### config.mk
export PLATFORM = sky130hd
export DESIGN_NAME = key_short_long_press_detector_core
export DESIGN_NICKNAME = d
export VERILOG_FILES = /design/src/rtl/ksl_pkg.sv /design/src/rtl/ksl_lane.sv /design/src/rtl/ksl_merge.sv /design/src/rtl/key_short_long_press_detector_core.sv
export SDC_FILE = /design/constraint.sdc
export NUM_CORES = 1
export LEC_CHECK = 0
export ABC_AREA = 1
export BUFFER_PORTS_ARGS = -buffer_cell sky130_fd_sc_hd__buf_2
export CAP_MARGIN = 20
export CELL_PAD_IN_SITES_DETAIL_PLACEMENT = 1
export CELL_PAD_IN_SITES_GLOBAL_PLACEMENT = 1
export CORE_ASPECT_RATIO = 1.1
export CORE_MARGIN = 2
export CORE_UTILIZATION = 40
export CTS_BUF_LIST = sky130_fd_sc_hd__clkbuf_4 sky130_fd_sc_hd__clkbuf_8 sky130_fd_sc_hd__clkbuf_16
export DETAILED_ROUTE_END_ITERATION = 10
export HOLD_SLACK_MARGIN = 0.12
export PLACE_DENSITY = 0.74
export SKIP_CTS_REPAIR_TIMING = 1
export SYNTH_ARGS = -nofsm -noshare
export SYNTH_HDL_FRONTEND = slang
export SYNTH_SLANG_ARGS = --single-unit
### constraint.sdc
create_clock -name clk -period 9.1 [get_ports clk]
set_clock_uncertainty 0.05 [all_clocks]
set_input_delay 1.365 -clock clk [delete_from_list [all_inputs] [get_ports clk]]
set_output_delay 1.365 -clock clk [all_outputs]
set_load 0.005 [all_outputs]
### src/rtl/ksl_pkg.sv
// shared constants and types for the short/long key press detector
// no dependencies; used by every module of the block
`timescale 1ns / 1ps
`default_nettype none

package ksl_pkg;

  localparam int LEVEL_BITS   = 4;
  localparam int NUM_KEYS_DEF = 4;
  localparam int TIME_W       = 32;
  localparam int THRESH_W     = 16;
  localparam int MASK_W       = 4;
  localparam int KEY_IDX_W    = 2;
  localparam int CFG_IDX_W    = 1;
  localparam int CFG_DATA_W   = 16;

  localparam logic [THRESH_W-1:0] LONG_PRESS_RST = 16'd1000;
  localparam logic [MASK_W-1:0]   LONG_MASK_RST  = 4'd12;

  localparam logic [CFG_IDX_W-1:0] REG_LONG_PRESS_MS  = 1'b0;
  localparam logic [CFG_IDX_W-1:0] REG_LONG_CODE_MASK = 1'b1;

  typedef struct packed {
    logic hit;
    logic is_long;
  } lane_evt_t;

endpackage

`default_nettype wire

### src/rtl/ksl_lane.sv
// one key lane: press/release/long tracking state and event decision
// depends on ksl_pkg
`timescale 1ns / 1ps
`default_nettype none

module ksl_lane (
  input  wire logic                           clk,
  input  wire logic                           rst_n,
  input  wire logic                           accept,
  input  wire logic                           level,
  input  wire logic [ksl_pkg::TIME_W-1:0]     now_ms,
  input  wire logic [ksl_pkg::THRESH_W-1:0]   long_press_ms,
  input  wire logic                           long_code,
  output ksl_pkg::lane_evt_t                  evt
);

  logic                       released_r, released_nxt;
  logic                       done_r, done_nxt;
  logic [ksl_pkg::TIME_W-1:0] start_r, start_nxt;
  logic [ksl_pkg::TIME_W-1:0] elapsed;
  logic                       press, rel, hold;

  assign elapsed = now_ms - start_r;
  assign press   = !level && released_r;
  assign rel     = level && !released_r;
  assign hold    = !level && !released_r && !done_r &&
                   (elapsed > {{(ksl_pkg::TIME_W-ksl_pkg::THRESH_W){1'b0}}, long_press_ms});

  assign evt.hit     = (rel && !done_r) || hold;
  assign evt.is_long = hold && long_code;

  always_comb begin
    released_nxt = released_r;
    done_nxt     = done_r;
    start_nxt    = start_r;
    if (accept) begin
      if (press) begin
        released_nxt = 1'b0;
        done_nxt     = 1'b0;
        start_nxt    = now_ms;
      end else if (rel) begin
        released_nxt = 1'b1;
      end else if (hold) begin
        done_nxt = 1'b1;
      end
    end
  end

  always_ff @(posedge clk) begin
    if (!rst_n) begin
      released_r <= 1'b1;
      done_r     <= 1'b0;
      start_r    <= '0;
    end else begin
      released_r <= released_nxt;
      done_r     <= done_nxt;
      start_r    <= start_nxt;
    end
  end

endmodule

`default_nettype wire

### src/rtl/ksl_merge.sv
// merging stage: holds lane events of up to two polls, each sent in key order
// depends on ksl_pkg
`timescale 1ns / 1ps
`default_nettype none

module ksl_merge #(
  parameter int LANES = ksl_pkg::NUM_KEYS_DEF
) (
  input  wire logic                             clk,
  input  wire logic                             rst_n,
  input  wire logic                             in_accept,
  input  wire ksl_pkg::lane_evt_t [LANES-1:0]   lane_evt,
  output logic                                  in_ready,
  output logic                                  out_valid,
  input  wire logic                             out_ready,
  output logic [ksl_pkg::KEY_IDX_W-1:0]         out_key_index,
  output logic                                  out_is_long,
  output logic                                  out_last_event
);

  logic             a_full_r, a_full_nxt;
  logic [LANES-1:0] a_hit_r, a_hit_nxt;
  logic [LANES-1:0] a_long_r, a_long_nxt;
  logic [LANES-1:0] p_hit_r, p_hit_nxt;
  logic [LANES-1:0] p_long_r, p_long_nxt;
  logic [LANES-1:0] p_rest;
  logic             one_left, pop, p_free, a_move;
  logic [ksl_pkg::KEY_IDX_W-1:0] first_idx;

  // lowest pending key goes first
  always_comb begin
    first_idx = '0;
    for (int i = LANES - 1; i >= 0; i--) begin
      if (p_hit_r[i]) begin
        first_idx = ksl_pkg::KEY_IDX_W'(i);
      end
    end
  end

  assign p_rest   = p_hit_r & (p_hit_r - LANES'(1));
  assign one_left = (p_rest == '0);
  assign out_valid      = (p_hit_r != '0);
  assign out_key_index  = first_idx;
  assign out_is_long    = p_long_r[first_idx[$clog2(LANES > 1 ? LANES : 2)-1:0]];
  assign out_last_event = one_left;

  assign pop      = out_valid && out_ready;
  assign p_free   = !out_valid || (pop && one_left);
  assign a_move   = a_full_r && p_free;
  assign in_ready = !a_full_r || a_move;

  always_comb begin
    p_hit_nxt  = p_hit_r;
    p_long_nxt = p_long_r;
    a_full_nxt = a_full_r;
    a_hit_nxt  = a_hit_r;
    a_long_nxt = a_long_r;
    if (pop) begin
      p_hit_nxt = p_rest;
    end
    if (a_move) begin
      p_hit_nxt  = a_hit_r;
      p_long_nxt = a_long_r;
      a_full_nxt = 1'b0;
    end
    if (in_accept) begin
      a_full_nxt = 1'b1;
      for (int i = 0; i < LANES; i++) begin
        a_hit_nxt[i]  = lane_evt[i].hit;
        a_long_nxt[i] = lane_evt[i].is_long;
      end
    end
  end

  always_ff @(posedge clk) begin
    if (!rst_n) begin
      a_full_r <= 1'b0;
      p_hit_r  <= '0;
    end else begin
      a_full_r <= a_full_nxt;
      p_hit_r  <= p_hit_nxt;
    end
  end

  always_ff @(posedge clk) begin
    a_hit_r  <= a_hit_nxt;
    a_long_r <= a_long_nxt;
    p_long_r <= p_long_nxt;
  end

endmodule

`default_nettype wire

### src/rtl/key_short_long_press_detector_core.sv
// channel  | direction | handshake        | payload
// in_      | request in| in_valid/ready   | key_levels, now_ms
// out_     | event out | out_valid/ready  | key_index, is_long, last_event
// cfg_     | write in  | cfg_we           | cfg_index, cfg_wdata
//
// a poll is taken when in_valid and in_ready are high; its events leave one per
// cycle while out_ready is high, via the accept buffer and the pending register
// polls of at most one event are taken one per cycle while the output keeps up
// reset is synchronous, active low, and releases all keys
// output stall holds the current event; one poll waits in the merge buffer
// top level: per-key lanes and the merging stage; depends on ksl_pkg,
// ksl_lane and ksl_merge
`timescale 1ns / 1ps
`default_nettype none

module key_short_long_press_detector_core #(
  parameter int NUM_KEYS = ksl_pkg::NUM_KEYS_DEF
) (
  input  wire logic                              clk,
  input  wire logic                              rst_n,
  input  wire logic                              in_valid,
  output logic                                   in_ready,
  input  wire logic [ksl_pkg::LEVEL_BITS-1:0]    in_key_levels,
  input  wire logic [ksl_pkg::TIME_W-1:0]        in_now_ms,
  output logic                                   out_valid,
  input  wire logic                              out_ready,
  output logic [ksl_pkg::KEY_IDX_W-1:0]          out_key_index,
  output logic                                   out_is_long,
  output logic                                   out_last_event,
  input  wire logic                              cfg_we,
  input  wire logic [ksl_pkg::CFG_IDX_W-1:0]     cfg_index,
  input  wire logic [ksl_pkg::CFG_DATA_W-1:0]    cfg_wdata
);

  // keys without an input bit never leave the released state
  localparam int LANES = (NUM_KEYS < ksl_pkg::LEVEL_BITS) ? NUM_KEYS : ksl_pkg::LEVEL_BITS;

  logic [ksl_pkg::THRESH_W-1:0] long_press_ms_r;
  logic [ksl_pkg::MASK_W-1:0]   long_code_mask_r;
  logic                         in_accept;
  ksl_pkg::lane_evt_t [LANES-1:0] lane_evt;

  assign in_accept = in_valid && in_ready;

  always_ff @(posedge clk) begin
    if (!rst_n) begin
      long_press_ms_r  <= ksl_pkg::LONG_PRESS_RST;
      long_code_mask_r <= ksl_pkg::LONG_MASK_RST;
    end else if (cfg_we) begin
      case (cfg_index)
        ksl_pkg::REG_LONG_PRESS_MS:  long_press_ms_r  <= cfg_wdata[ksl_pkg::THRESH_W-1:0];
        ksl_pkg::REG_LONG_CODE_MASK: long_code_mask_r <= cfg_wdata[ksl_pkg::MASK_W-1:0];
        default: ;
      endcase
    end
  end

  for (genvar g = 0; g < LANES; g++) begin : g_lane
    ksl_lane u_lane (
      .clk           (clk),
      .rst_n         (rst_n),
      .accept        (in_accept),
      .level         (in_key_levels[g]),
      .now_ms        (in_now_ms),
      .long_press_ms (long_press_ms_r),
      .long_code     (long_code_mask_r[g]),
      .evt           (lane_evt[g])
    );
  end

  ksl_merge #(
    .LANES (LANES)
  ) u_merge (
    .clk            (clk),
    .rst_n          (rst_n),
    .in_accept      (in_accept),
    .lane_evt       (lane_evt),
    .in_ready       (in_ready),
    .out_valid      (out_valid),
    .out_ready      (out_ready),
    .out_key_index  (out_key_index),
    .out_is_long    (out_is_long),
    .out_last_event (out_last_event)
  );

endmodule

`default_nettype wire

==> results.md, run 1 <==
* Count of cell types in the netlist at 39
* RSZ-0062 raised after global routing: false
* Fill cells at 6394
* TNS Setup at 0 ns
* # IOs at 64
* Worst Setup Start Kind: input pin
* Area occupied by multi-input gates at 11700 sq um
* Status: finished, final reports clean
* Max Cap Violations at 0
* EDFF count, synth at 12
* Ant diodes at 0
* Gpl congestion at 0.933
* Fmax at 218 MHz
* Switch share at 47.3%
* CP Data Arrival Time at 4.80 ns
* Initial Utilization at between 40% and 50%
* Reg power frac at a little over a quarter
* Mean Syn Cell Area at 5.77 sq um
* H-tree Lvls at 4
* Die Y at 228 microns
* Clock Power Share at 22.2%
* WL final at 68800 microns
* Yosys Warn Count at 0
* Root Buffer: clkbuf_16
* Post-Syn Instances at roughly 3.2k
* Pre-CTS setup slack at 4.02 ns
* Via density at between 5 and 6
* Largest net degree at the start of global routing at 93
* Most frequent cells after synthesis: nand2_1 (1085), inv_1 (672), a21oi_1 (256)
* DR iter-0 viols at 799
* Cell area after synthesis at around 18000 sq um
* Min Tclk post-route at 4.58 ns
* Fraction of layout instances using a drive strength above 1 at roughly 3.7%
* Worst EP required at 9.31 ns
* Asr flop ratio synth at 0%
* DR DRC count at 0
* Primary FF master, synth: dfxtp_1
* Comb pwr share at 51.6%
* First-pass GRT wire length at roughly 110000 microns
* Crit path from: in_now_ms[0]
* Die Width at 207 microns
* Overall routing resource usage at 29.3%
* Part of the cycle the worst path needs at between 50 and 60%
* Yosys reg bits at between 150 and 200
* Peak VDD IR at around 0.13 mV
* Endpoints failing setup at 0
* Worst Setup End Kind: register
* CTS sink count at 173
* Detailed Place HPWL at 55400 microns
* Global route overflow at 0
* Reg2Reg Setup Slack at 5.38 ns
* P_sw at 1.62 mW
* Crit path kind: in2reg
* Longest Clk Path Bufs at 2
* Register area at 3580 sq um
* Post-Synth Adder-Cell Area at 14.5%
* Routed Antenna Nets at 0
* Hold Vio Cnt, Final at 0
* Synth area leader: nand2_1
* Post-synthesis xor/xnor area fraction at under 10%
* Slew HR at between 30% and 40%
* Area Overhead vs Synth at 6.93%
* Final worst slack at 4.52 ns
* Placeable Area at approximately 45000 sq um
* P_leak at approximately 11 nW
* Mux cell area share after synthesis at 0%
* Pwr Density at roughly 180 nW/um^2
* Top-area cell type share of the netlist area at between 20% and 30%
* Measured slew at the worst slew-check pin at 0.948 ns
* Worst Path Max Fanout at 5
* HP Class: reg2reg
* Worst r2r src: g_lane[2].u_lane.start_r[0]
* Largest family of logic cells by synthesized area: simple AND/OR/NAND/NOR gates
* Vias in the first global route at 20.0k
* WL per Instance at 18.2 microns
* Final Slew Violations at 0
* CTS clk-pin slew, worst paths at ~0.080 ns
* Register area share after synthesis at 19.7%
* Most common cell in the netlist: nand2_1
* Synth area leaders: nand2_1 (22%), dfxtp_1 (18%), ha_1 (14%)
* DIE AREA at about 47000 sq um
* Initial antenna violation count at 5
* Internal Pwr Total at 1.80 mW
* HP Start: u_merge.a_long_r[3]
* CTS tree: done
* Num CTS Buffers at 17
* IO Port Bufs at 63
* Clock Latency Late Sink at 0.50 ns
* Synth Area in Simple Gates at between 30% and 40%
* Pre-antenna DRT Iters at 5
* Syn_nets at 3419
* # nets final at 3455
* Post-synthesis compound-gate area fraction at 12.3%
* Vias at about 19k
* Num rows at between 80 and 90
-- power groups by stage --
stage / Combinational, mW / Clock, mW / Sequential (mW)
3_5_place_dp: 1.76 / 0 / 0.914
4_1_cts: 1.77 / 0.783 / 0.897
3_3_place_gp: 1.69 / 0 / 0.911
5_1_grt: 2.01 / 0.804 / 0.905
6_report: 1.77 / 0.759 / 0.897
2_1_floorplan: 1.27 / 0 / 0.902
-- cell families after synthesis --
logic type,Yosys count
flops,173
fa+ha+maj,208
xor+xnor,60
compound gates,436
buf+inv,724
simple gates,1552
-- worst max-delay path, stage by stage --
cell,delay [ns]
buf_2,0.14
inv_1,0.15
ha_1,0.28
fa_1,0.42
inv_1,0.14
nand2_1,0.07
nand2_1,0.08
and2_1,0.21
nand3_1,0.09
nand2_1,0.20
xor2_1,0.11
ha_1,0.28
nand2_1,0.05
nor2_1,0.15
nand2_1,0.07
nor2_1,0.12
nand4_1,0.09
o21ai_0,0.12
nand3_1,0.13
nor2_1,0.12
nand2_1,0.05
nor2_1,0.11
nand2_1,0.09
nand2_1,0.08
nand2_1,0.05
-- final timing paths --
kind,to,cells past startpoint
max,u_merge.a_hit_r[2],25
min,u_merge.p_long_r[3],0
max reg2reg,u_merge.a_hit_r[2],23
min reg2reg,u_merge.p_long_r[3],0
-- metal layers --
metal	global-route usage [%]	up-vias	part of all wire, %
li1	-	9811	-
met1	33.6	9037	43
met2	53.5	268	50
met3	4.15	117	3.0
met4	13.7	0	4.8
met5	0	-	0
-- sequential cells by signal, indices dropped and copies added (netlist names) --
name and count:
long_code_mask_r 4, u_merge.p_hit_r 4, u_merge.a_hit_r 4, u_merge.a_full_r 1, u_merge.p_long_r 4, long_press_ms_r 16
g_lane.u_lane.released_r 4, g_lane.u_lane.start_r 128, g_lane.u_lane.done_r 4, u_merge.a_long_r 4
-- layout make-up --
class                   count  area share, %
flip-flops and latches    173           18.4
clock inverters            15          0.765
clock buffers              17           2.19
multi-input cells        2256           60.1
well taps                 581           3.73
repair buffers             65           1.71
inverters                 676           13.1
-- cell usage in the layout, fill, tap and decap left out, types with 3 or more instances in the layout --
master,n
clkbuf_16,17
nor2_1,237
o21ai_0,41
a21o_1,5
dfxtp_1,161
buf_2,62
nand2_8,4
edfxtp_1,12
fa_1,4
nand2_2,5
xnor2_1,4
inv_8,5
inv_1,672
a31oi_1,3
nor3_1,11
nand4_1,34
o21ai_1,114
nand3_1,143
o211ai_1,8
nand2_1,1085
a21oi_1,256
nand3b_1,11
inv_2,3
inv_6,3
ha_1,204
buf_4,3
and2_1,10
o21bai_1,7
xor2_1,56
-- metrics by stage --
stage                     hold WS [ns]  cell area [sq um]  util (%)  cells  power (mW)
after floorplan                  0.350              18200         -   3153        2.17
after global placement           0.355              18900      42.3   3751        2.61
after global routing             0.390              19500      43.6   3783        3.72
after CTS                        0.376              19500      43.6   3783        3.45
after detailed placement         0.357              18900      42.3   3751        2.67
final                            0.374              19500      43.6   3783        3.42
Note: power is estimated with default switching activity, not from simulation.
==> run 2: changes to the inputs <==
Settings changed: PLACE_DENSITY 0.74 to 0.77.
Clock period 9.1 ns to 4.2 ns, I/O delays scaled along.
==> run 2 against run 1 <==
- sequential cell count is the same
- non-clock buffer count grew 33
- total power grew 120%
- sequential share of layout area shrank 0.30 points
- wire length grew 1.7%
- combinational power grew 120%
- die area is the same
- count of clock-buffer cells in the layout is the same
- core utilization grew 0.72 points
- largest cell class unchanged
- highest routed layer unchanged
==> results.md, run 2 (synthesis results as in run 1) <==
* Gpl congestion at 0.953
* Die Y at 228 microns
* Worst Setup End Kind: register
* DIE AREA at 47200 sq um
* H-tree Lvls at 4
* CTS clk-pin slew, worst paths at roughly 0.080 ns
* Longest Clk Path Bufs at 2
* DR iter-0 viols at 919
* Commonest non-fill, non-tap cell in the layout: nand2_1
* Worst Path Max Fanout at 5
* # IOs at 64
* Hold Vio Cnt, Final at 0
* Pwr Density at 386 nW/um^2
* First-pass GRT wire length at 110000 microns
* Most frequent cells in the layout: nand2_1 (1085), inv_1 (672), a21oi_1 (256)
* Area Overhead vs Synth at 8.71%
* Largest net degree at the start of global routing at 87
* Initial antenna violation count at 6
* Min Tclk post-route at 3.71 ns
* Status: finished, final reports clean
* Routed Antenna Nets at 0
* HP Class: in2reg
* Num rows at 81
* Final worst slack at 0.492 ns
* Worst EP required at 4.42 ns
* Largest register by flop count: g_lane.u_lane.start_r
* DR DRC count at 0
* Part of the cycle the worst path needs at between 80% and 90%
* Vias at 19.5k
* Via density at between 5 and 6
* Vias in the first global route at 20.4k
* P_leak at 11.2 nW
* Clock Latency Late Sink at slightly above 0.5 ns
* Peak VDD IR at around 0.33 mV
* Num CTS Buffers at 17
* CTS sink count at 173
* Area after DPL at 19200 sq um
* Root Buffer: clkbuf_16
* Max reg flops at approximately 130
* Crit path kind: in2reg
* Initial Utilization at 40.7%
* Largest regs: g_lane.u_lane.start_r (128), long_press_ms_r (16)
* Max Cap Violations at 0
* WHS at 0.291 ns
* Overall routing resource usage at just under 30%
* WL per Instance at 18.3 microns
* # nets final at 3488
* IO Port Bufs at 63
* Ant diodes at 0
* Fraction of layout instances using a drive strength above 1 at under 10%
* Overall Power at 7.63 mW
* CTS tree: done
* Final Slew Violations at 0
* CP Data Arrival Time at 3.93 ns
* WL final at 69900 microns
* Fmax at 270 MHz
* Detailed Place HPWL at 57200 microns
* Placeable Area at 44700 sq um
* RSZ-0062 raised after global routing: false
* Worst Setup Start Kind: input pin
* Pre-antenna DRT Iters at 5
* Global route overflow at 0
* Pre-CTS setup slack at -0.0339 ns
* Die Width at approximately 210 microns
* TNS Setup at 0 ns
* Endpoints failing setup at 0
* Measured slew at the worst slew-check pin at between 0.7 and 0.8 ns
* Final Cell Area at 19800 sq um
* Slew HR at between 50% and 60%
run 2: changes by cell type in the layout (fill, tap and decap cells not counted):
cell,previous run,this run
clkinv_8,2,8
inv_8,5,2
clkinv_2,1,0
buf_4,3,35
clkinv_1,1,0
inv_12,1,3
inv_6,3,1
buf_12,0,1
clkinvlp_4,1,0
run 2: through the flow:
| stage | cells | util [%] |
|---|---|---|
| after CTS | 3816 | 44.3 |
| after global routing | 3816 | 44.3 |
| after global placement | 3784 | 42.9 |
| after detailed placement | 3784 | 42.9 |
| final | 3816 | 44.3 |
| after floorplan | 3153 | - |
run 2: power breakdown:
part / switching (mW) / internal, mW
Combinational: 2.63 / 1.31
Clock: 0.932 / 0.821
Sequential: 0.0801 / 1.86
Total: 3.64 / 3.99
run 2: final timing paths:
kind                                startpoint                   to  slack, ns  depth (start not counted)
setup / recovery                  in_now_ms[8]   u_merge.a_hit_r[2]       0.49                         21
hold / removal                    cfg_wdata[6]   long_press_ms_r[6]       0.29                          3
setup reg to reg  g_lane[0].u_lane.start_r[13]   u_merge.a_hit_r[0]       0.56                         23
hold reg to reg            u_merge.a_long_r[1]  u_merge.p_long_r[1]       0.40                          0
run 2: cell type report:
cell class | count | area [sq um]
Multi-Input combinational cell | 2256 | 11700
Inverter | 676 | 2550
Clock buffer | 17 | 425
Fill cell | 6312 | 24900
Sequential cell | 173 | 3580
Tap cell | 581 | 727
Timing Repair Buffer | 98 | 593
Clock inverter | 15 | 211
run 2: worst max-delay path: stages:
cell      delay, ns
buf_2          0.16
buf_4          0.19
ha_1           0.45
nand2_1        0.15
nor2_1         0.19
nand3_1        0.11
nand3b_1       0.21
xor2_1         0.26
ha_1           0.31
a21oi_1        0.16
nand3_1        0.09
nand2_1        0.07
nand2_1        0.04
o21ai_0        0.28
nand3_1        0.14
nor2_1         0.12
nand2_1        0.05
nor2_1         0.08
nand2_1        0.08
nand2_1        0.09
nand2_1        0.05
run 2: metal layers:
layer	vias to the layer above	track usage, %	share of wire, %
met5	-	0	0
met4	0	13.5	4.7
met3	121	3.85	3.0
met2	313	53.4	49
met1	9162	34.9	43
li1	9867	-	-
